<file path="src/tssg_pkg.sv">
// Package for the triangle scanline span generator.
// Holds the shared widths, default parameter values and the command and status
// structs between the controller and the datapath. Depends on nothing.
package tssg_pkg;

    localparam int ROW_W = 6;
    localparam int DEF_ROWS = 64;
    localparam int DEF_X_WIDTH = 10;

    typedef struct packed {
        logic load;       // register the sorted vertices of an accepted item
        logic div_start;  // start the long, upper and lower edge dividers
        logic init;       // load the edge accumulators and the first row
        logic emit;       // write the current span to the output register
    } cmd_t;

    typedef struct packed {
        logic flat;       // top and bottom share a row: no spans
        logic div_busy;   // edge dividers still running
        logic out_free;   // output register can take a span this cycle
        logic last_row;   // current row is the final span of the triangle
    } status_t;

endpackage

</file>
<file path="src/triangle_scanline_span_generator.sv">
// Top level of the triangle scanline span generator.
// Joins tssg_ctrl and tssg_datapath; parameters default from tssg_pkg.
//
// Usage:
//   The tri channel (tri_valid, tri_stall) takes one item: a triangle with
//   three vertices ax/ay, bx/by, cx/cy. The span channel (span_valid,
//   span_stall) returns one span per row from the top vertex row up to, but
//   not including, the bottom vertex row, in increasing row order; last marks
//   the final span. A triangle whose three rows are equal gives no span.
//   After an item is accepted, the controller launches the edge dividers,
//   waits for the serial edge dividers, sets up the edges and then fills the
//   output register with the first span. Spans then follow one per cycle
//   while span_stall is low; the bit-serial edge division makes up most of
//   the time before the first span. A triangle with no span returns to idle
//   without starting the edge dividers.
//   tri_stall stays high from acceptance until the last span has entered the
//   output register; the next item is taken while that span still waits.
//   When span_stall is high, the span in the output register holds and span
//   generation pauses. Reset clears the controller and the output valid;
//   no item is in flight afterward.
module triangle_scanline_span_generator #(
    parameter int ROWS    = tssg_pkg::DEF_ROWS,
    parameter int X_WIDTH = tssg_pkg::DEF_X_WIDTH
) (
    input  logic                       clk,
    input  logic                       rst_n,
    input  logic                       tri_valid,
    output logic                       tri_stall,
    input  logic signed [X_WIDTH-1:0]  ax,
    input  logic [tssg_pkg::ROW_W-1:0] ay,
    input  logic signed [X_WIDTH-1:0]  bx,
    input  logic [tssg_pkg::ROW_W-1:0] by,
    input  logic signed [X_WIDTH-1:0]  cx,
    input  logic [tssg_pkg::ROW_W-1:0] cy,
    output logic                       span_valid,
    input  logic                       span_stall,
    output logic [tssg_pkg::ROW_W-1:0] row,
    output logic signed [X_WIDTH-1:0]  x_long,
    output logic signed [X_WIDTH-1:0]  x_short,
    output logic                       last
);

    tssg_pkg::cmd_t    cmd;
    tssg_pkg::status_t status;

    tssg_ctrl u_ctrl (
        .clk       (clk),
        .rst_n     (rst_n),
        .tri_valid (tri_valid),
        .tri_stall (tri_stall),
        .status    (status),
        .cmd       (cmd)
    );

    tssg_datapath #(
        .ROWS    (ROWS),
        .X_WIDTH (X_WIDTH)
    ) u_datapath (
        .clk        (clk),
        .rst_n      (rst_n),
        .cmd        (cmd),
        .status     (status),
        .ax         (ax),
        .ay         (ay),
        .bx         (bx),
        .by         (by),
        .cx         (cx),
        .cy         (cy),
        .span_stall (span_stall),
        .span_valid (span_valid),
        .row        (row),
        .x_long     (x_long),
        .x_short    (x_short),
        .last       (last)
    );

endmodule

</file>
<file path="src/tssg_div.sv">
// Serial divider for one triangle edge: floor quotient and remainder of dx / dy.
// Restoring division, one quotient bit per cycle. Uses tssg_pkg for the row width.
module tssg_div #(
    parameter int X_WIDTH = tssg_pkg::DEF_X_WIDTH
) (
    input  logic                      clk,
    input  logic                      rst_n,
    input  logic                      start,
    input  logic signed [X_WIDTH:0]   dividend,
    input  logic [tssg_pkg::ROW_W-1:0] divisor,
    output logic                      busy,
    output logic [X_WIDTH-1:0]        quot,
    output logic [tssg_pkg::ROW_W-1:0] rem
);

    localparam int DW = X_WIDTH + 1;
    localparam int CW = $clog2(DW + 1);
    localparam int RW = tssg_pkg::ROW_W;

    logic          busy_reg, busy_next;
    logic [CW-1:0] cnt_reg, cnt_next;
    logic [DW-1:0] quo_reg, quo_next;
    logic [RW-1:0] rem_reg, rem_next;
    logic [RW-1:0] dvs_reg, dvs_next;
    logic          neg_reg, neg_next;

    logic [RW:0]   shifted;
    logic [RW:0]   trial;
    logic [DW-1:0] mag;
    logic [DW-1:0] quo_fix;

    assign mag     = dividend[DW-1] ? DW'(-dividend) : DW'(dividend);
    assign shifted = {rem_reg, quo_reg[DW-1]};
    assign trial   = shifted - {1'b0, dvs_reg};

    always_comb
    begin
        busy_next = busy_reg;
        cnt_next  = cnt_reg;
        quo_next  = quo_reg;
        rem_next  = rem_reg;
        dvs_next  = dvs_reg;
        neg_next  = neg_reg;
        if (start)
        begin
            busy_next = 1'b1;
            cnt_next  = CW'(DW);
            quo_next  = mag;
            rem_next  = '0;
            dvs_next  = divisor;
            neg_next  = dividend[DW-1];
        end
        else if (busy_reg)
        begin
            if (shifted >= {1'b0, dvs_reg})
            begin
                rem_next = trial[RW-1:0];
                quo_next = {quo_reg[DW-2:0], 1'b1};
            end
            else
            begin
                rem_next = shifted[RW-1:0];
                quo_next = {quo_reg[DW-2:0], 1'b0};
            end
            cnt_next = cnt_reg - CW'(1);
            if (cnt_reg == CW'(1))
            begin
                busy_next = 1'b0;
            end
        end
    end

    always_ff @(posedge clk or negedge rst_n)
    begin
        if (!rst_n)
        begin
            busy_reg <= 1'b0;
            cnt_reg  <= '0;
        end
        else
        begin
            busy_reg <= busy_next;
            cnt_reg  <= cnt_next;
        end
    end

    always_ff @(posedge clk)
    begin
        quo_reg <= quo_next;
        rem_reg <= rem_next;
        dvs_reg <= dvs_next;
        neg_reg <= neg_next;
    end

    // A negative dividend with a remainder rounds the quotient down by one more
    // and turns the remainder around so that it stays non-negative.
    always_comb
    begin
        if (neg_reg && (rem_reg != '0))
        begin
            quo_fix = ~quo_reg;
            rem     = dvs_reg - rem_reg;
        end
        else if (neg_reg)
        begin
            quo_fix = DW'(-quo_reg);
            rem     = rem_reg;
        end
        else
        begin
            quo_fix = quo_reg;
            rem     = rem_reg;
        end
    end

    assign quot = quo_fix[X_WIDTH-1:0];
    assign busy = busy_reg;

endmodule

</file>
<file path="src/tssg_datapath.sv">
// Datapath of the span generator: vertex sort, long, upper and lower edge dividers,
// their edge accumulators and the output register. Uses tssg_pkg and tssg_div.
module tssg_datapath #(
    parameter int ROWS    = tssg_pkg::DEF_ROWS,
    parameter int X_WIDTH = tssg_pkg::DEF_X_WIDTH
) (
    input  logic                                clk,
    input  logic                                rst_n,
    input  tssg_pkg::cmd_t                      cmd,
    output tssg_pkg::status_t                   status,
    input  logic signed [X_WIDTH-1:0]           ax,
    input  logic [tssg_pkg::ROW_W-1:0]          ay,
    input  logic signed [X_WIDTH-1:0]           bx,
    input  logic [tssg_pkg::ROW_W-1:0]          by,
    input  logic signed [X_WIDTH-1:0]           cx,
    input  logic [tssg_pkg::ROW_W-1:0]          cy,
    input  logic                                span_stall,
    output logic                                span_valid,
    output logic [tssg_pkg::ROW_W-1:0]          row,
    output logic signed [X_WIDTH-1:0]           x_long,
    output logic signed [X_WIDTH-1:0]           x_short,
    output logic                                last
);

    localparam int RW = tssg_pkg::ROW_W;
    localparam int XW = X_WIDTH;
    localparam int RowMax = ROWS - 1;

    // Sorted vertices: top, middle, bottom.
    logic [XW-1:0] tx_reg, mx_reg, bx_reg;
    logic [RW-1:0] ty_reg, my_reg, by_reg;

    // Edge accumulators: long edge, upper short edge, lower short edge.
    logic [XW-1:0] ql_reg, qu_reg, qw_reg;
    logic [RW-1:0] rl_reg, ru_reg, rw_reg;
    logic [RW-1:0] cur_row_reg;

    logic          out_valid_reg;
    logic [RW-1:0] out_row_reg;
    logic [XW-1:0] out_xl_reg, out_xs_reg;
    logic          out_last_reg;

    logic [RW-1:0] ya, yb, yc;
    logic [XW-1:0] s0x, s1x, s2x, t0x, t1x, t2x;
    logic [RW-1:0] s0y, s1y, s2y, t0y, t1y, t2y;

    logic [XW-1:0] qd_l, qd_u, qd_w;
    logic [RW-1:0] rd_l, rd_u, rd_w;
    logic [2:0]    busy;

    logic          lower;
    logic [XW-1:0] step_ql, step_qu, step_qw;
    logic [RW-1:0] step_rl, step_ru, step_rw;

    function automatic logic [XW+RW-1:0] edge_step(
        input logic [XW-1:0] q,
        input logic [RW-1:0] r,
        input logic [XW-1:0] qd,
        input logic [RW-1:0] rd,
        input logic [RW-1:0] dy
    );
        logic [RW:0] sum;
        logic [RW:0] diff;
        begin
            sum  = {1'b0, r} + {1'b0, rd};
            diff = sum - {1'b0, dy};
            if (sum >= {1'b0, dy})
            begin
                edge_step = {q + qd + XW'(1), diff[RW-1:0]};
            end
            else
            begin
                edge_step = {q + qd, sum[RW-1:0]};
            end
        end
    endfunction

    // Floor quotient to quotient truncated toward zero.
    function automatic logic [XW-1:0] trunc_x(
        input logic [XW-1:0] q,
        input logic [RW-1:0] r
    );
        begin
            trunc_x = (q[XW-1] && (r != '0)) ? q + XW'(1) : q;
        end
    endfunction

    assign ya = (int'(ay) > RowMax) ? RW'(RowMax) : ay;
    assign yb = (int'(by) > RowMax) ? RW'(RowMax) : by;
    assign yc = (int'(cy) > RowMax) ? RW'(RowMax) : cy;

    // Selection sort on three entries; on equal rows the later entry wins.
    always_comb
    begin
        // First pass: find the minimum, later position wins ties.
        if (yc <= ((yb <= ya) ? yb : ya))
        begin
            s0x = cx; s0y = yc; s1x = bx; s1y = yb; s2x = ax; s2y = ya;
        end
        else if (yb <= ya)
        begin
            s0x = bx; s0y = yb; s1x = ax; s1y = ya; s2x = cx; s2y = yc;
        end
        else
        begin
            s0x = ax; s0y = ya; s1x = bx; s1y = yb; s2x = cx; s2y = yc;
        end
        t0x = s0x; t0y = s0y;
        if (s2y <= s1y)
        begin
            t1x = s2x; t1y = s2y; t2x = s1x; t2y = s1y;
        end
        else
        begin
            t1x = s1x; t1y = s1y; t2x = s2x; t2y = s2y;
        end
    end

    always_ff @(posedge clk)
    begin
        if (cmd.load)
        begin
            tx_reg <= t0x; ty_reg <= t0y;
            mx_reg <= t1x; my_reg <= t1y;
            bx_reg <= t2x; by_reg <= t2y;
        end
    end

    tssg_div #(.X_WIDTH(XW)) u_div_long (
        .clk      (clk),
        .rst_n    (rst_n),
        .start    (cmd.div_start),
        .dividend ((XW+1)'($signed(bx_reg)) - (XW+1)'($signed(tx_reg))),
        .divisor  (by_reg - ty_reg),
        .busy     (busy[0]),
        .quot     (qd_l),
        .rem      (rd_l)
    );

    tssg_div #(.X_WIDTH(XW)) u_div_upper (
        .clk      (clk),
        .rst_n    (rst_n),
        .start    (cmd.div_start),
        .dividend ((XW+1)'($signed(mx_reg)) - (XW+1)'($signed(tx_reg))),
        .divisor  (my_reg - ty_reg),
        .busy     (busy[1]),
        .quot     (qd_u),
        .rem      (rd_u)
    );

    tssg_div #(.X_WIDTH(XW)) u_div_lower (
        .clk      (clk),
        .rst_n    (rst_n),
        .start    (cmd.div_start),
        .dividend ((XW+1)'($signed(bx_reg)) - (XW+1)'($signed(mx_reg))),
        .divisor  (by_reg - my_reg),
        .busy     (busy[2]),
        .quot     (qd_w),
        .rem      (rd_w)
    );

    assign lower = (cur_row_reg >= my_reg);
    assign {step_ql, step_rl} = edge_step(ql_reg, rl_reg, qd_l, rd_l, by_reg - ty_reg);
    assign {step_qu, step_ru} = edge_step(qu_reg, ru_reg, qd_u, rd_u, my_reg - ty_reg);
    assign {step_qw, step_rw} = edge_step(qw_reg, rw_reg, qd_w, rd_w, by_reg - my_reg);

    always_ff @(posedge clk)
    begin
        if (cmd.init)
        begin
            ql_reg      <= tx_reg; rl_reg <= '0;
            qu_reg      <= tx_reg; ru_reg <= '0;
            qw_reg      <= mx_reg; rw_reg <= '0;
            cur_row_reg <= ty_reg;
        end
        else if (cmd.emit)
        begin
            ql_reg <= step_ql; rl_reg <= step_rl;
            // The upper edge only moves above the middle row, the lower edge from it on.
            if (lower)
            begin
                qw_reg <= step_qw; rw_reg <= step_rw;
            end
            else
            begin
                qu_reg <= step_qu; ru_reg <= step_ru;
            end
            cur_row_reg <= cur_row_reg + RW'(1);
        end
    end

    always_ff @(posedge clk)
    begin
        if (cmd.emit)
        begin
            out_row_reg  <= cur_row_reg;
            out_xl_reg   <= trunc_x(ql_reg, rl_reg);
            out_xs_reg   <= lower ? trunc_x(qw_reg, rw_reg) : trunc_x(qu_reg, ru_reg);
            out_last_reg <= status.last_row;
        end
    end

    always_ff @(posedge clk or negedge rst_n)
    begin
        if (!rst_n)
        begin
            out_valid_reg <= 1'b0;
        end
        else if (cmd.emit)
        begin
            out_valid_reg <= 1'b1;
        end
        else if (!span_stall)
        begin
            out_valid_reg <= 1'b0;
        end
    end

    assign status.flat     = (ty_reg == by_reg);
    assign status.div_busy = |busy;
    assign status.out_free = !out_valid_reg || !span_stall;
    assign status.last_row = (({1'b0, cur_row_reg} + (RW+1)'(1)) == {1'b0, by_reg});

    assign span_valid = out_valid_reg;
    assign row        = out_row_reg;
    assign x_long     = out_xl_reg;
    assign x_short    = out_xs_reg;
    assign last       = out_last_reg;

endmodule

</file>
<file path="src/tssg_ctrl.sv">
// Controller of the span generator: sequences load, divide, setup and span output.
// Uses the command and status structs of tssg_pkg.
module tssg_ctrl (
    input  logic              clk,
    input  logic              rst_n,
    input  logic              tri_valid,
    output logic              tri_stall,
    input  tssg_pkg::status_t status,
    output tssg_pkg::cmd_t    cmd
);

    typedef enum logic [1:0] {
        IDLE,
        SETUP,
        DIVIDE,
        SPAN
    } state_t;

    state_t state_reg, state_next;

    always_comb
    begin
        state_next    = state_reg;
        cmd           = '0;
        unique case (state_reg)
            IDLE:
            begin
                if (tri_valid)
                begin
                    cmd.load   = 1'b1;
                    state_next = SETUP;
                end
            end
            SETUP:
            begin
                if (status.flat)
                begin
                    state_next = IDLE;
                end
                else
                begin
                    cmd.div_start = 1'b1;
                    state_next    = DIVIDE;
                end
            end
            DIVIDE:
            begin
                if (!status.div_busy)
                begin
                    cmd.init   = 1'b1;
                    state_next = SPAN;
                end
            end
            SPAN:
            begin
                if (status.out_free)
                begin
                    cmd.emit = 1'b1;
                    if (status.last_row)
                    begin
                        state_next = IDLE;
                    end
                end
            end
            default:
            begin
                state_next = IDLE;
            end
        endcase
    end

    always_ff @(posedge clk or negedge rst_n)
    begin
        if (!rst_n)
        begin
            state_reg <= IDLE;
        end
        else
        begin
            state_reg <= state_next;
        end
    end

    assign tri_stall = (state_reg != IDLE);

endmodule

</file>
<file path="config.mk">
export PLATFORM = sky130hd
export DESIGN_NAME = triangle_scanline_span_generator
export DESIGN_NICKNAME = d
export VERILOG_FILES = /design/src/tssg_pkg.sv /design/src/triangle_scanline_span_generator.sv /design/src/tssg_div.sv /design/src/tssg_datapath.sv /design/src/tssg_ctrl.sv
export SDC_FILE = /design/constraint.sdc
export NUM_CORES = 1
export LEC_CHECK = 0
export BUFFER_PORTS_ARGS = -buffer_cell sky130_fd_sc_hd__buf_2
export CORE_MARGIN = 2
export CORE_UTILIZATION = 30
export DETAILED_ROUTE_END_ITERATION = 8
export PLACE_DENSITY = 0.54
export RECOVER_POWER = 100
export SYNTH_ARGS = -nofsm -noshare
export SYNTH_HDL_FRONTEND = slang
export SYNTH_SLANG_ARGS = --single-unit
</file>
<file path="constraint.sdc">
create_clock -name clk -period 5.9 [get_ports clk]
set_input_delay 1.18 -clock clk [delete_from_list [all_inputs] [get_ports clk]]
set_output_delay 1.18 -clock clk [all_outputs]
set_load 0.01 [all_outputs]
</file>
==> impl_metrics.tcl, run 1 <==
set metrics [dict create \
    outcome "complete, but fails checks" \
    violations "max-capacitance violations, max-slew violations" \
    clk_pin_slew_ns 0.06 \
    arrival_ns 5.90 \
    placed_cell_area_sq_um 19500 \
    grt_max_degree 63 \
    yosysMostFrequentCell "ha_1" \
    core_area_sq_um 59000 \
    wl_per_cell_um 17.0 \
    ys_async_sr_fraction_pct 8.22 \
    finalSetupViolations 0 \
    critPathCapture "u_datapath.mx_reg[8]$_DFFE_PP_" \
    dieHeight_um 249 \
    ctsHoldBuffers 0 \
    cts-root-buf "clkbuf_16" \
    drt_iter0_markers 897 \
    rows 89 \
    ys_ff_latch 219 \
    grt_pass1_vias 14200 \
    post-route-period-util_pct 94.5 \
    placedCellCount 2793 \
    ios 81 \
    maxSlewViolCount 150 \
    drt-pass1-iter-count 6 \
    setup.worst_path.class "in -> reg" \
    setup.worst_path.start_class "input pin" \
    clk_latency_ns 0.56 \
    reg2regPathDepth 7 \
    overflow 0 \
    die_x_um 249 \
    synth_ff_type "edfxtp_1" \
    postSynthCellCount 1944 \
    synth_commonest_cells "184 x ha_1, 176 x nand2_1, 170 x inv_1" \
    timing.rr.end "u_datapath.u_div_lower.quo_reg[5]$_DFFE_PP_" \
    vias_per_cell 5.01 \
    clock_sinks 219 \
    htreeDepth 1 \
    r2r-start "u_datapath.by_reg[1]$_DFFE_PP_" \
    ys_types 80 \
    path_max_fanout 11 \
    yosys-top-cells-area "edfxtp_1 28%, ha_1 13%, xnor2_1 6.7%" \
    ys_warn_count 0 \
    rsz0062_at_grt "no" \
    whs_ns 0.474 \
    antenna_found_initial 1 \
    netlist_area_sq_um 17900 \
    design.die.area_sq_um 61800 \
    yosys.area.top_type_share_pct 27.6 \
    clockBufferDepth 3 \
    area_delta_synth_final_pct 13.4 \
    finClkSkew_ns 0.0106 \
    fin_crit_ns 5.58 \
    synth_area_leader_cell "edfxtp_1" \
    rrSetupSlack_ns 0.76 \
    hold_depth 2 \
    yosysSeqAreaShare_pct 34.1 \
    hold_viol 0 \
    final_area_sq_um 20300 \
    drive_above_1_share_pct 7.58 \
    syn_nets 2201 \
    synth-edff-count 165 \
    wl_um 48300 \
    avgSynthCellArea_sq_um 9.23 \
    fin_tns_setup_ns 0 \
    num_antenna_cells 0 \
    dpl.hpwl_um 38600 \
    grt_pass1_wl_um 76900 \
    n_fill_cell 6133 \
    vias 14200 \
    max_freq_ghz 0.179 \
    route.detailed.drc 0 \
    critPathCaptureType "register" \
    initial_utilization_pct 30.4 \
    io_buffers 80 \
    final_cells 2845 \
    tritoncts "done" \
    numCtsBuffers 28 \
    grt_usage_pct 15.3 \
    slew_headroom_pct -85.3 \
    final_nets 2307 \
    holdCritPathClass "reg -> reg" \
    drtAntennaViolNets 0 \
    gp_congestion 0.873 \
    cp.required_ns 6.22 \
    startpoint "ay[1]" \
    tightest_slew_ns 2.78 \
    cap_violations 3 \
]
## how the worst min path moves through the flow
| stage | startpoint | end |
|---|---|---|
| after floorplan | u_datapath.rl_reg[5]$_SDFFE_PP0P_ | u_datapath.rl_reg[5]$_SDFFE_PP0P_ |
| final | u_datapath.rl_reg[5]$_SDFFE_PP0P_ | u_datapath.rl_reg[5]$_SDFFE_PP0P_ |
| after detailed placement | u_datapath.rl_reg[5]$_SDFFE_PP0P_ | u_datapath.rl_reg[5]$_SDFFE_PP0P_ |
| after CTS | u_datapath.rl_reg[5]$_SDFFE_PP0P_ | u_datapath.rl_reg[5]$_SDFFE_PP0P_ |
| after global routing | u_datapath.rl_reg[5]$_SDFFE_PP0P_ | u_datapath.rl_reg[5]$_SDFFE_PP0P_ |
| after global placement | u_datapath.rl_reg[5]$_SDFFE_PP0P_ | u_datapath.rl_reg[5]$_SDFFE_PP0P_ |
## layout by cell type, fill, tap and decap left out, types with 41 or more instances in the layout
cell,instances
ha_1,184
nand2_1,175
inv_1,173
edfxtp_1,165
xnor2_1,138
a21oi_1,134
nor2_1,124
o21ai_0,117
xor2_1,80
mux2i_1,59
a21o_1,53
buf_2,50
clkbuf_1,42
nand3_1,41
## critical path, cell delays in order
cell and delay [ns]:
buf_2 0.08, inv_1 0.05, ha_1 0.30, nor2b_1 0.13, o21a_1 0.16, o21a_1 0.17, o21ai_1 0.20, a21oi_4 0.12
buf_12 0.15, mux2i_1 0.15, ha_1 0.31, nand3_1 0.14, o21ai_1 0.19, o21a_1 0.29, mux2i_2 0.29, inv_1 0.07
ha_1 0.31, nor2b_1 0.13, o21a_1 0.16, o21a_1 0.16, o21ai_1 0.18, nor3b_2 0.24, buf_4 0.16, o21ai_1 0.06
buf_4 0.20, o22a_1 0.21, o21a_1 0.10
## cell type report
class                           count  area [sq um]  area share, %
Sequential cell                   219          6130           30.1
Timing Repair Buffer              127           702           3.45
Clock buffer                       36           772           3.79
Clock inverter                     16           154          0.756
Inverter                          174           653           3.21
Multi-Input combinational cell   1500         11000           53.9
Tap cell                          773           967           4.75
## kinds of logic (layout without fill, tap and decap cells)
kind of cell    after synthesis  in the layout  share of synthesized area [%]
compound gates              496            496                           17.3
xor+xnor                    219            219                           10.7
fa+ha+maj                   205            205                           15.2
buf+inv                     225            353                           4.88
flops                       219            219                           34.1
mux                          71             71                           4.02
simple gates                509            509                           13.7
## metrics by stage
stage	util [%]	worst slack (ns)
floorplan	-	0.0211
global placement	33.0	-0.218
detailed placement	33.0	-0.360
CTS	34.6	0.199
global route	34.5	0.00318
finish	34.5	0.324
## routing by layer
metal	global-route usage, %	up-vias	part of all wire [%]
met4	4.07	2	2.5
met5	0	-	0.027
li1	-	7156	-
met3	1.96	66	4.0
met1	20.1	6737	46
met2	26.4	281	47
## what timing repair did
action,in CTS,in global routing
buffers inserted,0,0
setup endpoints to repair,0,20
gates resized for setup,0,6
Power of run 1 is left out: the tool's default activity adds up to more than one toggle a clock period on the data nets, which glitch-free logic cannot reach.
==> run 2: changes to the inputs <==
--- a/config.mk
+++ b/config.mk
@@ -10,7 +10,7 @@
 export CORE_UTILIZATION = 30
 export DETAILED_ROUTE_END_ITERATION = 8
 export PLACE_DENSITY = 0.54
-export RECOVER_POWER = 100
+export RECOVER_POWER = 25
 export SYNTH_ARGS = -nofsm -noshare
 export SYNTH_HDL_FRONTEND = slang
 export SYNTH_SLANG_ARGS = --single-unit
==> impl_metrics.tcl, run 2 (synthesis gave the netlist of run 1 again) <==
set metrics [dict create \
    outcome "complete, but fails checks" \
    violations "max-capacitance violations, max-slew violations" \
    slew_headroom_pct -85.0 \
    finalSetupViolations 0 \
    hold_end "u_datapath.rl_reg[5]$_SDFFE_PP0P_" \
    finClkSkew_ns 0.0103 \
    wl_per_cell_um 16.9 \
    vias_per_cell 5.01 \
    gp_congestion 0.873 \
    area_delta_synth_final_pct 13.8 \
    drive_above_1_share_pct 9.46 \
    placed_cell_area_sq_um 19500 \
    dpl.hpwl_um 38600 \
    max_freq_ghz 0.179 \
    holdCritPathClass "reg -> reg" \
    fin_util_pct 34.6 \
    route.detailed.drc 0 \
    final_nets 2307 \
    initial_utilization_pct 30.4 \
    pre_cts_ws_ns -0.360 \
    clockBufferDepth 3 \
    hold_depth 2 \
    setup.worst_path.class "in -> reg" \
    drt-pass1-iter-count 5 \
    critPathCaptureType "register" \
    globalRouteMet1Util_pct 20.1 \
    io_buffers 80 \
    fin_crit_ns 5.58 \
    timing.rr.end "u_datapath.ql_reg[9]$_DFFE_PP_" \
    clock_sinks 219 \
    clk_pin_slew_ns 0.06 \
    core_area_sq_um 59000 \
    path_max_fanout 11 \
    postCtsSetupBuffers 0 \
    tightest_slew_ns 2.77 \
    layout_common_cells "184 x ha_1, 175 x nand2_1, 170 x inv_1, 165 x edfxtp_1, 138 x xnor2_1" \
    grt_usage_pct 15.3 \
    grt_pass1_wl_um 76900 \
    htreeDepth 1 \
    worst_slack_ns 0.323 \
    setup.worst_path.start_class "input pin" \
    design.die.area_sq_um 61800 \
    wl_um 48200 \
    die_x_um 249 \
    ff_latch_area_sq_um 6130 \
    tritoncts "done" \
    cts_resized 0 \
    use_met2_pct 26.4 \
    arrival_ns 5.90 \
    drtAntennaViolNets 0 \
    drt_iter0_markers 881 \
    final_common_cell "ha_1" \
    dieHeight_um 249 \
    post-route-period-util_pct 94.5 \
    num_antenna_cells 0 \
    cap_violations 1 \
    maxSlewViolCount 50 \
    n_fill_cell 6111 \
    ios 81 \
    multi_input_area_sq_um 11000 \
    reg2regPathDepth 18 \
    grt_use_met3_pct 1.96 \
    hold_viol 0 \
    grt_most_used_layer "met2" \
    whs_ns 0.472 \
    cp.required_ns 6.22 \
    grt_max_degree 63 \
    vias 14300 \
    grt_pass1_vias 14200 \
    r2r-start "u_datapath.u_div_long.rem_reg[2]$_SDFFE_PP0P_" \
    rows 89 \
    final_area_sq_um 20400 \
    rsz0062_at_grt "no" \
    hp-start "u_datapath.rl_reg[5]$_SDFFE_PP0P_" \
    overflow 0 \
    ctsHoldBuffers 0 \
    antenna_found_initial 1 \
    clk_latency_ns 0.56 \
    numCtsBuffers 28 \
    rrSetupSlack_ns 1.04 \
    cts-root-buf "clkbuf_16" \
]
run 2: layout make-up:
type / instances / area share (%)
multi-input cells: 1500 / 53.8
flip-flops and latches: 219 / 30.0
clock inverters: 16 / 0.754
well taps: 773 / 4.74
repair buffers: 127 / 3.71
clock buffers: 36 / 3.78
inverters: 174 / 3.20
run 2: worst max-delay path, stage by stage:
cell and delay [ns]:
buf_2 0.08, inv_1 0.05, ha_1 0.30, nor2b_1 0.13, o21a_1 0.16, o21a_1 0.17, o21ai_1 0.20, a21oi_4 0.12
buf_12 0.15, mux2i_1 0.15, ha_1 0.31, nand3_1 0.14, o21ai_1 0.19, o21a_1 0.29, mux2i_2 0.29, inv_1 0.07
ha_1 0.31, nor2b_1 0.13, o21a_1 0.16, o21a_1 0.16, o21ai_1 0.18, nor3b_2 0.24, buf_4 0.16, o21ai_1 0.06
buf_4 0.19, o22a_1 0.20, o21a_1 0.10
run 2: per-stage QoR:
step | instances | TNS (ns)
detailed placement | 2793 | -7.10
finish | 2845 | 0
floorplan | 1944 | 0
global route | 2845 | 0
global placement | 2793 | -4.16
CTS | 2845 | 0
run 2: routing by layer:
layer  vias up  routed length [um]
li1       7158                   -
met1      6731               22100
met2       295               22900
met3        68                1990
met4         2                1240
met5         -                  13
run 2: worst max path at each step:
stage / startpoint / end / slack [ns]
final: ay[1] / u_datapath.mx_reg[2]$_DFFE_PP_ / 0.32
after global routing: ay[1] / u_datapath.mx_reg[1]$_DFFE_PP_ / 0.003
after CTS: ay[1] / u_datapath.bx_reg[4]$_DFFE_PP_ / 0.20
after detailed placement: ay[1] / u_datapath.bx_reg[4]$_DFFE_PP_ / -0.36
after global placement: ay[1] / u_datapath.bx_reg[2]$_DFFE_PP_ / -0.22
after floorplan: ay[1] / u_datapath.bx_reg[0]$_DFFE_PP_ / 0.02
Power of run 2 is left out for the same reason.
